**src/tpbf_pkg.sv**
```systemverilog
package tpbf_pkg;

   // Default tree shape
   localparam int unsigned TreeLevelsDefault     = 5;
   localparam int unsigned SlotsPerBucketDefault = 4;

   // Field widths fixed by the item formats
   localparam int unsigned SlotIndexWidth = 7;
   localparam int unsigned NeedWidth      = 8;
   localparam int unsigned LeafWidth      = 5;
   localparam int unsigned ReqDataWidth   = 24;
   localparam int unsigned RspDataWidth   = 8;

   // Item modes
   localparam logic ModeWrite = 1'b0;
   localparam logic ModeQuery = 1'b1;

   // Per-level free counts travelling down the chain
   typedef struct packed {
      logic       valid;
      logic [3:0] free_cnt;
   } tpbf_level_type;

endpackage

```
**src/tpbf_level_cell.sv**
```systemverilog
// One tree level: holds the occupancy bits of every bucket on that level,
// and counts the free slots of the bucket that the addressed path crosses.
module tpbf_level_cell #(
   parameter int unsigned LEVEL            = 0,
   parameter int unsigned SLOTS_PER_BUCKET = 4,
   parameter int unsigned BUCKET_BITS      = 1
) (
   input  logic                                    clock,
   input  logic                                    reset,
   input  logic                                    wr_en,
   input  logic [BUCKET_BITS-1:0]                  wr_bucket,
   input  logic [((SLOTS_PER_BUCKET>1)?$clog2(SLOTS_PER_BUCKET):1)-1:0] wr_slot,
   input  logic                                    wr_value,
   input  logic [BUCKET_BITS-1:0]                  rd_bucket,
   input  logic                                    rd_valid,
   output tpbf_pkg::tpbf_level_type                rd_out
);
   import tpbf_pkg::*;

   localparam int unsigned NumBuckets = 1 << LEVEL;
   localparam int unsigned LocalBits  = (LEVEL > 0) ? LEVEL : 1;

   logic [SLOTS_PER_BUCKET-1:0] full_ff [NumBuckets];
   logic [LocalBits-1:0]        local_wr;
   logic [LocalBits-1:0]        local_rd;
   logic [3:0]                  cnt;
   tpbf_level_type              out_ff;
   tpbf_level_type              out_in;

   assign local_wr = LocalBits'(wr_bucket);
   assign local_rd = LocalBits'(rd_bucket);

   // Occupancy store, cleared by reset
   always_ff @(posedge clock) begin
      if (reset) begin
         for (int b = 0; b < NumBuckets; b++) full_ff[b] <= '0;
      end else if (wr_en) begin
         full_ff[local_wr][wr_slot] <= wr_value;
      end
   end

   // Free count of the addressed bucket
   always_comb begin
      cnt = '0;
      for (int s = 0; s < SLOTS_PER_BUCKET; s++) begin
         cnt = cnt + {3'b000, ~full_ff[local_rd][s]};
      end
      out_in.valid    = rd_valid;
      out_in.free_cnt = cnt;
   end

   always_ff @(posedge clock) begin
      if (reset) out_ff <= '0;
      else       out_ff <= out_in;
   end

   assign rd_out = out_ff;
endmodule

```
**src/tpbf_chain.sv**
```systemverilog
// Row of level cells plus an accumulating pipeline: level k's count is
// added at stage k, so one leaf's path total leaves the chain each cycle.
module tpbf_chain #(
   parameter int unsigned TREE_LEVELS      = 5,
   parameter int unsigned SLOTS_PER_BUCKET = 4
) (
   input  logic                          clock,
   input  logic                          reset,
   input  logic                          wr_en,
   input  logic [TREE_LEVELS-1:0]        wr_bucket,
   input  logic                          scan_valid,
   input  logic [TREE_LEVELS-2:0]        scan_leaf,
   output logic                          sum_valid,
   output logic [TREE_LEVELS-2:0]        sum_leaf,
   output logic [11:0]                   sum_free,
   input  logic [((SLOTS_PER_BUCKET>1)?$clog2(SLOTS_PER_BUCKET):1)-1:0] wr_slot,
   input  logic                          wr_value
);
   import tpbf_pkg::*;

   localparam int unsigned LB = TREE_LEVELS - 1;

   // Per-level write decode: level of bucket b is floor(log2(b+1))
   logic [TREE_LEVELS-1:0] wr_lvl_en;
   logic [TREE_LEVELS-1:0] wr_off [TREE_LEVELS];
   logic [TREE_LEVELS:0]   bp1;

   assign bp1 = {1'b0, wr_bucket} + 1'b1;

   always_comb begin
      for (int k = 0; k < TREE_LEVELS; k++) begin
         wr_lvl_en[k] = wr_en && (bp1 >> k) == 1;
         wr_off[k]    = TREE_LEVELS'(bp1 - ((TREE_LEVELS+1)'(1) << k));
      end
   end

   // Delayed leaf index per stage and running sums
   logic [LB-1:0]  leaf_ff [TREE_LEVELS+1];
   logic           vld_ff  [TREE_LEVELS+1];
   logic [11:0]    acc_ff  [TREE_LEVELS+1];
   tpbf_level_type lvl_out [TREE_LEVELS];

   always_comb begin
      leaf_ff[0] = scan_leaf;
      vld_ff[0]  = scan_valid;
      acc_ff[0]  = '0;
   end

   for (genvar k = 0; k < TREE_LEVELS; k++) begin : g_level
      logic [TREE_LEVELS-1:0] rd_b;
      // Bucket on level k crossed by leaf path: top k bits of the leaf
      assign rd_b = TREE_LEVELS'(leaf_ff[k] >> (LB - k));

      tpbf_level_cell #(
         .LEVEL(k), .SLOTS_PER_BUCKET(SLOTS_PER_BUCKET), .BUCKET_BITS(TREE_LEVELS)
      ) u_cell (
         .clock(clock), .reset(reset),
         .wr_en(wr_lvl_en[k]), .wr_bucket(wr_off[k]),
         .wr_slot(wr_slot), .wr_value(wr_value),
         .rd_bucket(rd_b), .rd_valid(vld_ff[k]),
         .rd_out(lvl_out[k])
      );

      logic [LB-1:0] leaf_d_ff;
      logic [11:0]   acc_d_ff;
      always_ff @(posedge clock) begin
         leaf_d_ff <= leaf_ff[k];
         acc_d_ff  <= acc_ff[k];
      end
      always_comb begin
         leaf_ff[k+1] = leaf_d_ff;
         vld_ff[k+1]  = lvl_out[k].valid;
         acc_ff[k+1]  = acc_d_ff + 12'(lvl_out[k].free_cnt);
      end
   end

   assign sum_valid = vld_ff[TREE_LEVELS];
   assign sum_leaf  = leaf_ff[TREE_LEVELS];
   assign sum_free  = acc_ff[TREE_LEVELS];
endmodule

```
**src/tree_path_best_fit_select_core.sv**
```systemverilog
// Best-fit leaf selector over a complete binary bucket tree. A write item
// (mode 0) updates one slot's occupancy and answers from the result register. A
// query item (mode 1) streams every leaf through a chain of one cell per tree
// level, one leaf per cycle; the chain is TREE_LEVELS deep. One item is in
// flight at a time; the input side stays closed until the result item has
// been taken.
module tree_path_best_fit_select_core #(
   parameter int unsigned TREE_LEVELS      = tpbf_pkg::TreeLevelsDefault,
   parameter int unsigned SLOTS_PER_BUCKET = tpbf_pkg::SlotsPerBucketDefault
) (
   input  logic        clock,
   input  logic        reset,
   input  logic        req_tvalid,
   output logic        req_tready,
   // [0] mode, [7:1] slot_index, [8] occupied, [16:9] needed_space (zero pad)
   input  logic [23:0] req_tdata,
   output logic        rsp_tvalid,
   input  logic        rsp_tready,
   // [4:0] leaf_bucket, [5] is_larger
   output logic [7:0]  rsp_tdata
);
   import tpbf_pkg::*;

   localparam int unsigned LB        = TREE_LEVELS - 1;
   localparam int unsigned NumLeaves = 1 << LB;
   localparam int unsigned NumSlots  = ((1 << TREE_LEVELS) - 1) * SLOTS_PER_BUCKET;
   localparam int unsigned SB        = (SLOTS_PER_BUCKET > 1) ? $clog2(SLOTS_PER_BUCKET) : 1;
   localparam int unsigned RecipShift = 12;
   localparam int unsigned RecipMul   =
      ((1 << RecipShift) + SLOTS_PER_BUCKET - 1) / SLOTS_PER_BUCKET;

   typedef enum logic [1:0] {ST_IDLE, ST_SCAN, ST_DRAIN} state_type;

   state_type       state_ff;
   logic [LB:0]     issue_ff;
   logic [NeedWidth-1:0] need_ff;
   logic            done_ff, larger_ff;
   logic [11:0]     gap_big_ff, gap_small_ff;
   logic [LB-1:0]   best_big_ff, best_small_ff;
   logic            rv_ff;
   logic [LeafWidth-1:0] rleaf_ff;
   logic            rlarger_ff;

   logic            acc;
   logic            mode;
   logic [SlotIndexWidth-1:0] sidx;
   logic [11:0]     bucket_full;
   logic [19:0]     quot_prod;
   logic            wr_en;

   assign req_tready = (state_ff == ST_IDLE) && !rv_ff;
   assign acc        = req_tvalid && req_tready;
   assign mode       = req_tdata[0];
   assign sidx       = req_tdata[7:1];

   // Slot split: the bucket comes from a reciprocal multiplication, which is
   // exact over the whole 7-bit index range; the slot is the remainder.
   logic [TREE_LEVELS-1:0] wr_bucket;
   logic [SB-1:0]          wr_slot;
   always_comb begin
      quot_prod   = 20'(sidx) * 20'(RecipMul);
      bucket_full = 12'(quot_prod[19:RecipShift]);
      wr_bucket   = TREE_LEVELS'(bucket_full);
      wr_slot     = SB'(12'(sidx) - bucket_full * 12'(SLOTS_PER_BUCKET));
   end
   assign wr_en = acc && mode == ModeWrite && 32'(sidx) < NumSlots;

   logic          sum_valid;
   logic [LB-1:0] sum_leaf;
   logic [11:0]   sum_free;

   tpbf_chain #(.TREE_LEVELS(TREE_LEVELS), .SLOTS_PER_BUCKET(SLOTS_PER_BUCKET)) u_chain (
      .clock(clock), .reset(reset),
      .wr_en(wr_en), .wr_bucket(wr_bucket),
      .scan_valid(state_ff == ST_SCAN && !issue_ff[LB]),
      .scan_leaf(issue_ff[LB-1:0]),
      .sum_valid(sum_valid), .sum_leaf(sum_leaf), .sum_free(sum_free),
      .wr_slot(wr_slot), .wr_value(req_tdata[8])
   );

   logic [11:0] need_w;
   assign need_w = 12'(need_ff);

   // Sequencer, running best-fit choice and result register
   always_ff @(posedge clock) begin
      if (reset) begin
         state_ff <= ST_IDLE;
         rv_ff    <= 1'b0;
         issue_ff <= '0;
         done_ff  <= 1'b0;
      end else begin
         if (rv_ff && rsp_tready) rv_ff <= 1'b0;
         case (state_ff)
            ST_IDLE: begin
               if (acc) begin
                  if (mode == ModeWrite) begin
                     rv_ff      <= 1'b1;
                     rleaf_ff   <= '0;
                     rlarger_ff <= 1'b0;
                  end else begin
                     state_ff     <= ST_SCAN;
                     need_ff      <= req_tdata[16:9];
                     issue_ff     <= '0;
                     done_ff      <= 1'b0;
                     larger_ff    <= 1'b0;
                     gap_big_ff   <= '1;
                     gap_small_ff <= '1;
                     best_big_ff  <= '0;
                     best_small_ff <= '0;
                  end
               end
            end
            ST_SCAN, ST_DRAIN: begin
               if (state_ff == ST_SCAN) begin
                  if (issue_ff[LB]) state_ff <= ST_DRAIN;
                  else              issue_ff <= issue_ff + 1'b1;
               end
               if (sum_valid && !done_ff) begin
                  if (sum_free == need_w) begin
                     done_ff    <= 1'b1;
                     rleaf_ff   <= LeafWidth'(32'(sum_leaf) + NumLeaves - 1);
                     rlarger_ff <= larger_ff;
                  end else begin
                     if (sum_free > need_w) begin
                        larger_ff <= 1'b1;
                        if (sum_free - need_w < gap_big_ff) begin
                           gap_big_ff  <= sum_free - need_w;
                           best_big_ff <= sum_leaf;
                        end
                     end else if (!larger_ff && need_w - sum_free < gap_small_ff) begin
                        gap_small_ff  <= need_w - sum_free;
                        best_small_ff <= sum_leaf;
                     end
                  end
               end
               // Last leaf leaves the chain; an exact match on it was taken above
               if (state_ff == ST_DRAIN && sum_valid && 32'(sum_leaf) == NumLeaves - 1) begin
                  state_ff <= ST_IDLE;
                  rv_ff    <= 1'b1;
                  if (!done_ff && sum_free != need_w) begin
                     if (larger_ff || sum_free > need_w) begin
                        rlarger_ff <= 1'b1;
                        if (sum_free > need_w && sum_free - need_w < gap_big_ff)
                           rleaf_ff <= LeafWidth'(32'(sum_leaf) + NumLeaves - 1);
                        else
                           rleaf_ff <= LeafWidth'(32'(best_big_ff) + NumLeaves - 1);
                     end else begin
                        rlarger_ff <= 1'b0;
                        if (need_w - sum_free < gap_small_ff)
                           rleaf_ff <= LeafWidth'(32'(sum_leaf) + NumLeaves - 1);
                        else
                           rleaf_ff <= LeafWidth'(32'(best_small_ff) + NumLeaves - 1);
                     end
                  end
               end
            end
            default: state_ff <= ST_IDLE;
         endcase
      end
   end

   assign rsp_tvalid = rv_ff;
   assign rsp_tdata  = {2'b00, rlarger_ff, rleaf_ff};
endmodule

```
**config.mk**
```make
export PLATFORM = sky130hd
export DESIGN_NAME = tree_path_best_fit_select_core
export DESIGN_NICKNAME = d
export VERILOG_FILES = /design/src/tpbf_pkg.sv /design/src/tpbf_level_cell.sv /design/src/tpbf_chain.sv /design/src/tree_path_best_fit_select_core.sv
export SDC_FILE = /design/constraint.sdc
export NUM_CORES = 1
export LEC_CHECK = 0
export ABC_AREA = 1
export BUFFER_PORTS_ARGS = -buffer_cell sky130_fd_sc_hd__buf_2
export CAP_MARGIN = 20
export CORE_MARGIN = 2
export CORE_UTILIZATION = 35
export DETAILED_ROUTE_END_ITERATION = 8
export PLACE_DENSITY = 0.58
export RECOVER_POWER = 25
export SLEW_MARGIN = 10
export SYNTH_ARGS = -nofsm -noshare
export SYNTH_HDL_FRONTEND = slang
export SYNTH_HIERARCHICAL = 1
export SYNTH_SLANG_ARGS = --single-unit
```
**constraint.sdc**
```tcl
create_clock -name clock -period 6.7 [get_ports clock]
set_clock_uncertainty 0.2 [all_clocks]
set_input_delay 1.34 -clock clock [delete_from_list [all_inputs] [get_ports clock]]
set_output_delay 1.34 -clock clock [all_outputs]
set_load 0.02 [all_outputs]
```
==> results of run 1 <==
cell type report:
class / instances / area share [%]
Timing Repair Buffer: 36 / 1.22
Multi-Input combinational cell: 1195 / 39.7
Clock buffer: 36 / 5.32
Sequential cell: 242 / 41.7
Tap cell: 532 / 4.24
Inverter: 297 / 7.12
Clock inverter: 18 / 0.685
routing by layer:
layer | global-route usage (%) | vias up
li1 | - | 5605
met1 | 18.4 | 4969
met2 | 25.3 | 157
met3 | 2.30 | 42
met4 | 3.09 | 0
met5 | 0 | -
cell usage in the layout (no fill, tap or decap), types with 11 or more instances in the layout:
cell type	count
nand2_1	540
inv_1	281
nor2_1	206
edfxtp_1	171
nand3_1	137
ha_1	78
dfxtp_1	71
a21oi_1	48
clkbuf_16	32
xor2_1	29
o21ai_0	20
buf_2	20
nand2_2	15
inv_2	13
clkbuf_1	13
nor3_1	11
fa_1	11
conb_1	11
power by group through the flow:
stage | Clock (uW) | Sequential, uW | Combinational (uW)
final | 1520 | 1900 | 2040
after global routing | 1630 | 1920 | 2370
after CTS | 1570 | 1900 | 2070
after detailed placement | 0 | 1940 | 2060
after global placement | 0 | 1930 | 2020
after floorplan | 0 | 1930 | 1620
how the worst max path moves through the flow:
stage | start | endpoint | depth (start not counted)
after floorplan | u_chain/g_level[4].u_cell/rd_out[0] | best_big_ff[0] | 25
after global placement | u_chain/g_level[4].u_cell/rd_out[0] | gap_big_ff[9] | 25
after detailed placement | u_chain/g_level[4].acc_d_ff[0] | gap_big_ff[5] | 22
after CTS | u_chain/g_level[4].acc_d_ff[0] | best_big_ff[0] | 22
after global routing | u_chain/g_level[4].acc_d_ff[0] | rleaf_ff[3] | 23
final | u_chain/g_level[4].acc_d_ff[0] | gap_small_ff[1] | 21
registers in the layout, summed over array words and instances (netlist names):
| signal | flops |
|---|---|
| rlarger_ff | 1 |
| state_ff | 2 |
| issue_ff | 5 |
| rsp_tvalid | 1 |
| gap_big_ff | 12 |
| u_chain/sum_leaf | 4 |
| gap_small_ff | 12 |
| best_small_ff | 4 |
| larger_ff | 1 |
| u_chain/g_level.u_cell/full_ff | 124 |
| u_chain/g_level.acc_d_ff | 22 |
| done_ff | 1 |
| rleaf_ff | 5 |
| best_big_ff | 4 |
| need_ff | 8 |
| u_chain/g_level.u_cell/rd_out | 20 |
| u_chain/g_level.leaf_d_ff | 16 |
through the flow:
step	worst slack, ns	hold WS [ns]	area (um^2)
2_1_floorplan	1.89	0.110	14300
3_3_place_gp	1.86	0.111	14800
3_5_place_dp	1.77	0.114	14800
4_1_cts	1.75	0.122	15700
5_1_grt	1.33	0.127	15700
6_report	1.80	0.121	15700
worst max-delay path, stage by stage, from the launching register on:
cell	delay (ns)
dfxtp_1	0.32
ha_1	0.19
inv_1	0.07
fa_1	0.41
o21ai_0	0.36
xor2_1	0.17
ha_1	0.45
nand2_1	0.14
nor2_1	0.24
nand3_1	0.11
nand3_1	0.12
xor2_1	0.24
inv_1	0.07
ha_1	0.29
nand2_1	0.07
nor2_1	0.05
nand2_1	0.08
nor2_1	0.05
nor2_1	0.38
nand3_1	0.14
a21oi_1	0.14
buf_4	0.30
==> impl_metrics.toml, run 1 <==
[run_status]
outcome = "complete, but fails checks"
violations = "max-capacitance violations, max-slew violations"

[finish]
finish.utilization_pct = 38.7
syn2layout_area_growth_pct = 9.76
antennaDiodeCount = 0
seqCellArea_um2 = 6560
nets = 1918
multi_input_area_um2 = 6230
nFillCells = 4173
drive_above_1_share_pct = 8.11
stdcell_count = 2356

[timing]
setup_tns_ns = 0
min_period_over_period_pct = 73.2
maxSlewHeadroom_pct = -16.0
maxSlewViolCount = 66
clock.fmax_mhz = 204
rsz0062_at_grt = "no"
setup_viol = 0
hold_violations = 0
period_needed_ns = 4.90
max_slew.worst_pin.slew_ns = 1.74

[worst_hold_path]
worstHoldStart = "u_chain/g_level[2].leaf_d_ff[0]"
min_to = "u_chain/g_level[3].leaf_d_ff[0]"
hold_path_class = "reg -> reg"
hold_depth = 0

[routing]
firstDrtPassIters = 7
detail-route-antenna-nets = 0
routed-wl-met2_mm = 14.4
drc = 0
vias = 10800
route.met3.wl_mm = 1.28
topRoutingLayerUsed = "met4"
drt_iter0_drc = 594
routed_wl_mm = 29.8
wl_per_cell_um = 12.7
drt-met1-wl_mm = 13.6
via_per_inst = 4.57

[global_routing]
grt_pass1_wl_mm = 49.8
grt_max_degree = 66
grt_pass1_vias = 10400
overflow = 0
track_usage_pct = 14.3
antenna_found_initial = 0

[clock_tree]
cts.sinks = 242
cts_hold_buf = 0
path_clk_slew_ns = 0.06
cts_resized = 0
cts.htree.levels = 1
root_buffer = "clkbuf_16"
clock_latency_ns = 0.54
cts_tree = "yes"
numCtsBuffers = 29
clock_path_buffers = 3
cts_setup_buffers = 0

[setup_path]
start_kind = "flip-flop"
r2r-end = "gap_small_ff[1]"
path_max_fanout = 16
r2r-start = "u_chain/g_level[4].acc_d_ff[0]"
path_class = "reg -> reg"
required_ns = 6.72
rrSetupSlack_ns = 1.80
crit_path_end_kind = "flip-flop"
critPathArrivalTime_ns = 4.92
reg2reg_depth = 21

[floorplan]
core-area_um2 = 40600
fp.dieW_um = 206
rows = 74
fp.dieH_um = 206
start_util_pct = 35.3
die-area_um2 = 42500
ios = 38

[power_and_ir_drop]
p_comb_share_pct = 37.3
power.switching_uw = 2040
power.internal_uw = 3420
p_sw_share_pct = 37.3
p_leak_uw = 0.00725
seq_power_share_pct = 34.8
p_total_uw = 5470
peakVddDrop_mv = 0.187
pwr-share-clk_pct = 27.9
powerDensity_nw_per_um2 = 348

[placed_design]
dpl.hpwl_mm = 20.8
placed_cells = 2301
io_buffers = 28
place_congestion = 0.826

[synth]
syn_area_per_cell_um2 = 7.94
yosys_warnings = 6
syn_area_um2 = 14300
synth_cells = 1802

[flow_run]
cap_viol_max_count = 2
(Power assumes the default switching activity.)
==> inputs of run 2 (changes only) <==
--- a/config.mk
+++ b/config.mk
@@ -11,7 +11,7 @@
 export CORE_MARGIN = 2
 export CORE_UTILIZATION = 35
 export DETAILED_ROUTE_END_ITERATION = 8
-export PLACE_DENSITY = 0.58
+export PLACE_DENSITY = 0.6
 export RECOVER_POWER = 25
 export SLEW_MARGIN = 10
 export SYNTH_ARGS = -nofsm -noshare
==> constraint.sdc (replaced) <==
create_clock -name clock -period 4.36 [get_ports clock]
set_clock_uncertainty 0.2 [all_clocks]
set_input_delay 0.872 -clock clock [delete_from_list [all_inputs] [get_ports clock]]
set_output_delay 0.872 -clock clock [all_outputs]
set_load 0.02 [all_outputs]
==> run 2 against run 1 <==
  * The run still ends with max-capacitance violations, max-slew violations left
  * Fmax up 17%
  * Hold slack about the same
  * Utilization up 1.7 points
  * Register-to-register slack worse by 1.6 ns
  * Final area up 4.4%
  * Total power up 68%
  * Die area unchanged
==> impl_metrics.toml, run 2 (same netlist as run 1, synthesis figures left out) <==
[setup_path]
path_max_fanout = 8
crit_buf_inv = 3
crit_path_end_kind = "flip-flop"
critPathArrivalTime_ns = 4.25
slowest_stage = "fa_2"
startpoint = "u_chain/g_level[4].acc_d_ff[0]"
worstPathCellList = "ha_4 > inv_2 > fa_2 > o21ai_1 > buf_4 > nand2_2 > nand2_2 > nand2_4 > ha_4 > nand2_4 > nor2_4 > nand2_2 > o211ai_1 > xor2_1 > ha_1 > a21o_1 > nor2_1 > nand2_1 > nor2_4 > nand2_4 > a21oi_4 > clkbuf_16"
r2r-start = "u_chain/g_level[4].acc_d_ff[0]"
max_stage_delay_ns = 0.35
path_class = "reg -> reg"
required_ns = 4.41
start_kind = "flip-flop"
path_delay_family = "adder cells"

[timing]
setup_tns_ns = 0
clock.fmax_mhz = 238
setup_viol = 0
hold_violations = 0
rsz0062_at_grt = "yes"
maxSlewHeadroom_pct = -15.2
period_needed_ns = 4.20
maxSlewViolCount = 35
min_period_over_period_pct = 96.3
max_slew.worst_pin.slew_ns = 1.73

[finish]
nFillCells = 4121
nets = 1952
largest_reg_flops = 124
postLayoutCellArea_um2 = 16400
layout_commonest_cell = "nand2_1"
drive_above_1_share_pct = 13.0
finish.utilization_pct = 40.4
top_register = "u_chain/g_level.u_cell/full_ff"
final_cell_mix = "nand2_1 (528), inv_1 (276), nor2_1 (198), edfxtp_1 (171), nand3_1 (135)"
antennaDiodeCount = 0
syn2layout_area_growth_pct = 14.6

[clock_tree]
root_buffer = "clkbuf_16"
cts_tree = "yes"
path_clk_slew_ns = 0.06
cts.sinks = 242
clock_path_buffers = 3
cts.htree.levels = 1
numCtsBuffers = 27
clock_latency_ns = 0.54

[run_status]
outcome = "complete, but fails checks"
violations = "max-capacitance violations, max-slew violations"

[placed_design]
io_buffers = 28
place_congestion = 0.813
placed_cell_area_um2 = 15000
dpl.hpwl_mm = 21.0

[floorplan]
fp.dieW_um = 206
die-area_um2 = 42500
core-area_um2 = 40600
start_util_pct = 35.3
rows = 74
fp.dieH_um = 206
ios = 38

[routing]
via_per_inst = 4.64
wl_per_cell_um = 12.7
vias = 11100
detail-route-antenna-nets = 0
drt_iter0_drc = 598
routed_wl_mm = 30.2
firstDrtPassIters = 5
drc = 0

[global_routing]
grt_max_degree = 65
grt_pass1_vias = 10600
grt_pass1_wl_mm = 50.4
overflow = 0
antenna_found_initial = 1
track_usage_pct = 14.5

[worst_hold_path]
hold_path_class = "reg -> reg"
worstHoldStart = "u_chain/g_level[1].leaf_d_ff[0]"

[power_and_ir_drop]
p_leak_uw = 0.00748
peakVddDrop_mv = 0.415
powerDensity_nw_per_um2 = 559

[flow_run]
cap_viol_max_count = 1
run 2: cell count changes in the layout (fill, tap and decap cells not counted), moves of 7 or more:
cell / previous run / this run
a21oi_2: 0 / 10
ha_1: 78 / 68
nand2_1: 540 / 528
nor2_1: 206 / 198
a21oi_1: 48 / 36
buf_4: 4 / 35
ha_4: 0 / 9
nand2_2: 15 / 22
run 2: report_power, final:
group	switching, uW	internal [uW]	total (uW)	leakage [uW]
Combinational	2300	1550	3850	0.00474
Sequential	119	2810	2930	0.00228
Clock	929	1460	2380	0.000465
run 2: worst reg2reg max path: stages (launching register included):
cell and delay (ns):
dfxtp_2 0.34, ha_4 0.13, inv_2 0.03, fa_2 0.35
o21ai_1 0.12, buf_4 0.16, nand2_2 0.05, nand2_2 0.07
nand2_4 0.07, ha_4 0.31, nand2_4 0.08, nor2_4 0.10
nand2_2 0.07, o211ai_1 0.25, xor2_1 0.12, ha_1 0.36
a21o_1 0.19, nor2_1 0.10, nand2_1 0.09, nor2_4 0.16
nand2_4 0.10, a21oi_4 0.24, clkbuf_16 0.21
run 2: final cells by class:
cell class / count / area (um^2) / area share [%]
Multi-Input combinational cell: 1195 / 6600 / 40.3
Inverter: 297 / 1120 / 6.84
Clock buffer: 37 / 796 / 4.85
Clock inverter: 12 / 144 / 0.878
Timing Repair Buffer: 72 / 512 / 3.12
Tap cell: 532 / 666 / 4.06
Sequential cell: 242 / 6560 / 40.0
run 2: layer usage:
| layer | global-route usage (%) | vias to the layer above | routed length, um |
|---|---|---|---|
| li1 | - | 5666 | - |
| met2 | 25.1 | 213 | 14300 |
| met3 | 2.18 | 52 | 1290 |
| met5 | 0 | - | 0 |
| met4 | 3.62 | 0 | 677 |
| met1 | 18.9 | 5145 | 13900 |
run 2: repair_timing:
action | CTS | global route
hold buffers | 0 | 0
setup endpoints to repair | 37 | 37
setup buffers | 2 | 6
cloned | 0 | 1
pin swaps | 4 | 31
resized for setup | 16 | 68
run 2: path summary, 6_finish.rpt:
kind | endpoint | slack [ns] | cells after the start
max | best_big_ff[3] | 0.16 | 22
min | u_chain/g_level[2].leaf_d_ff[0] | 0.12 | 0
max reg2reg | best_big_ff[3] | 0.16 | 22
min reg2reg | u_chain/g_level[2].leaf_d_ff[0] | 0.12 | 0
run 2: metrics by stage:
stage	std cells	hold WS (ns)	power, uW	worst slack (ns)
2_1_floorplan	1806	0.110	5460	0.00839
3_3_place_gp	2328	0.115	6350	-0.0770
3_5_place_dp	2328	0.116	6430	-0.0977
4_1_cts	2379	0.126	8960	0.0240
5_1_grt	2387	0.130	9910	-0.0519
6_report	2387	0.121	9170	0.162
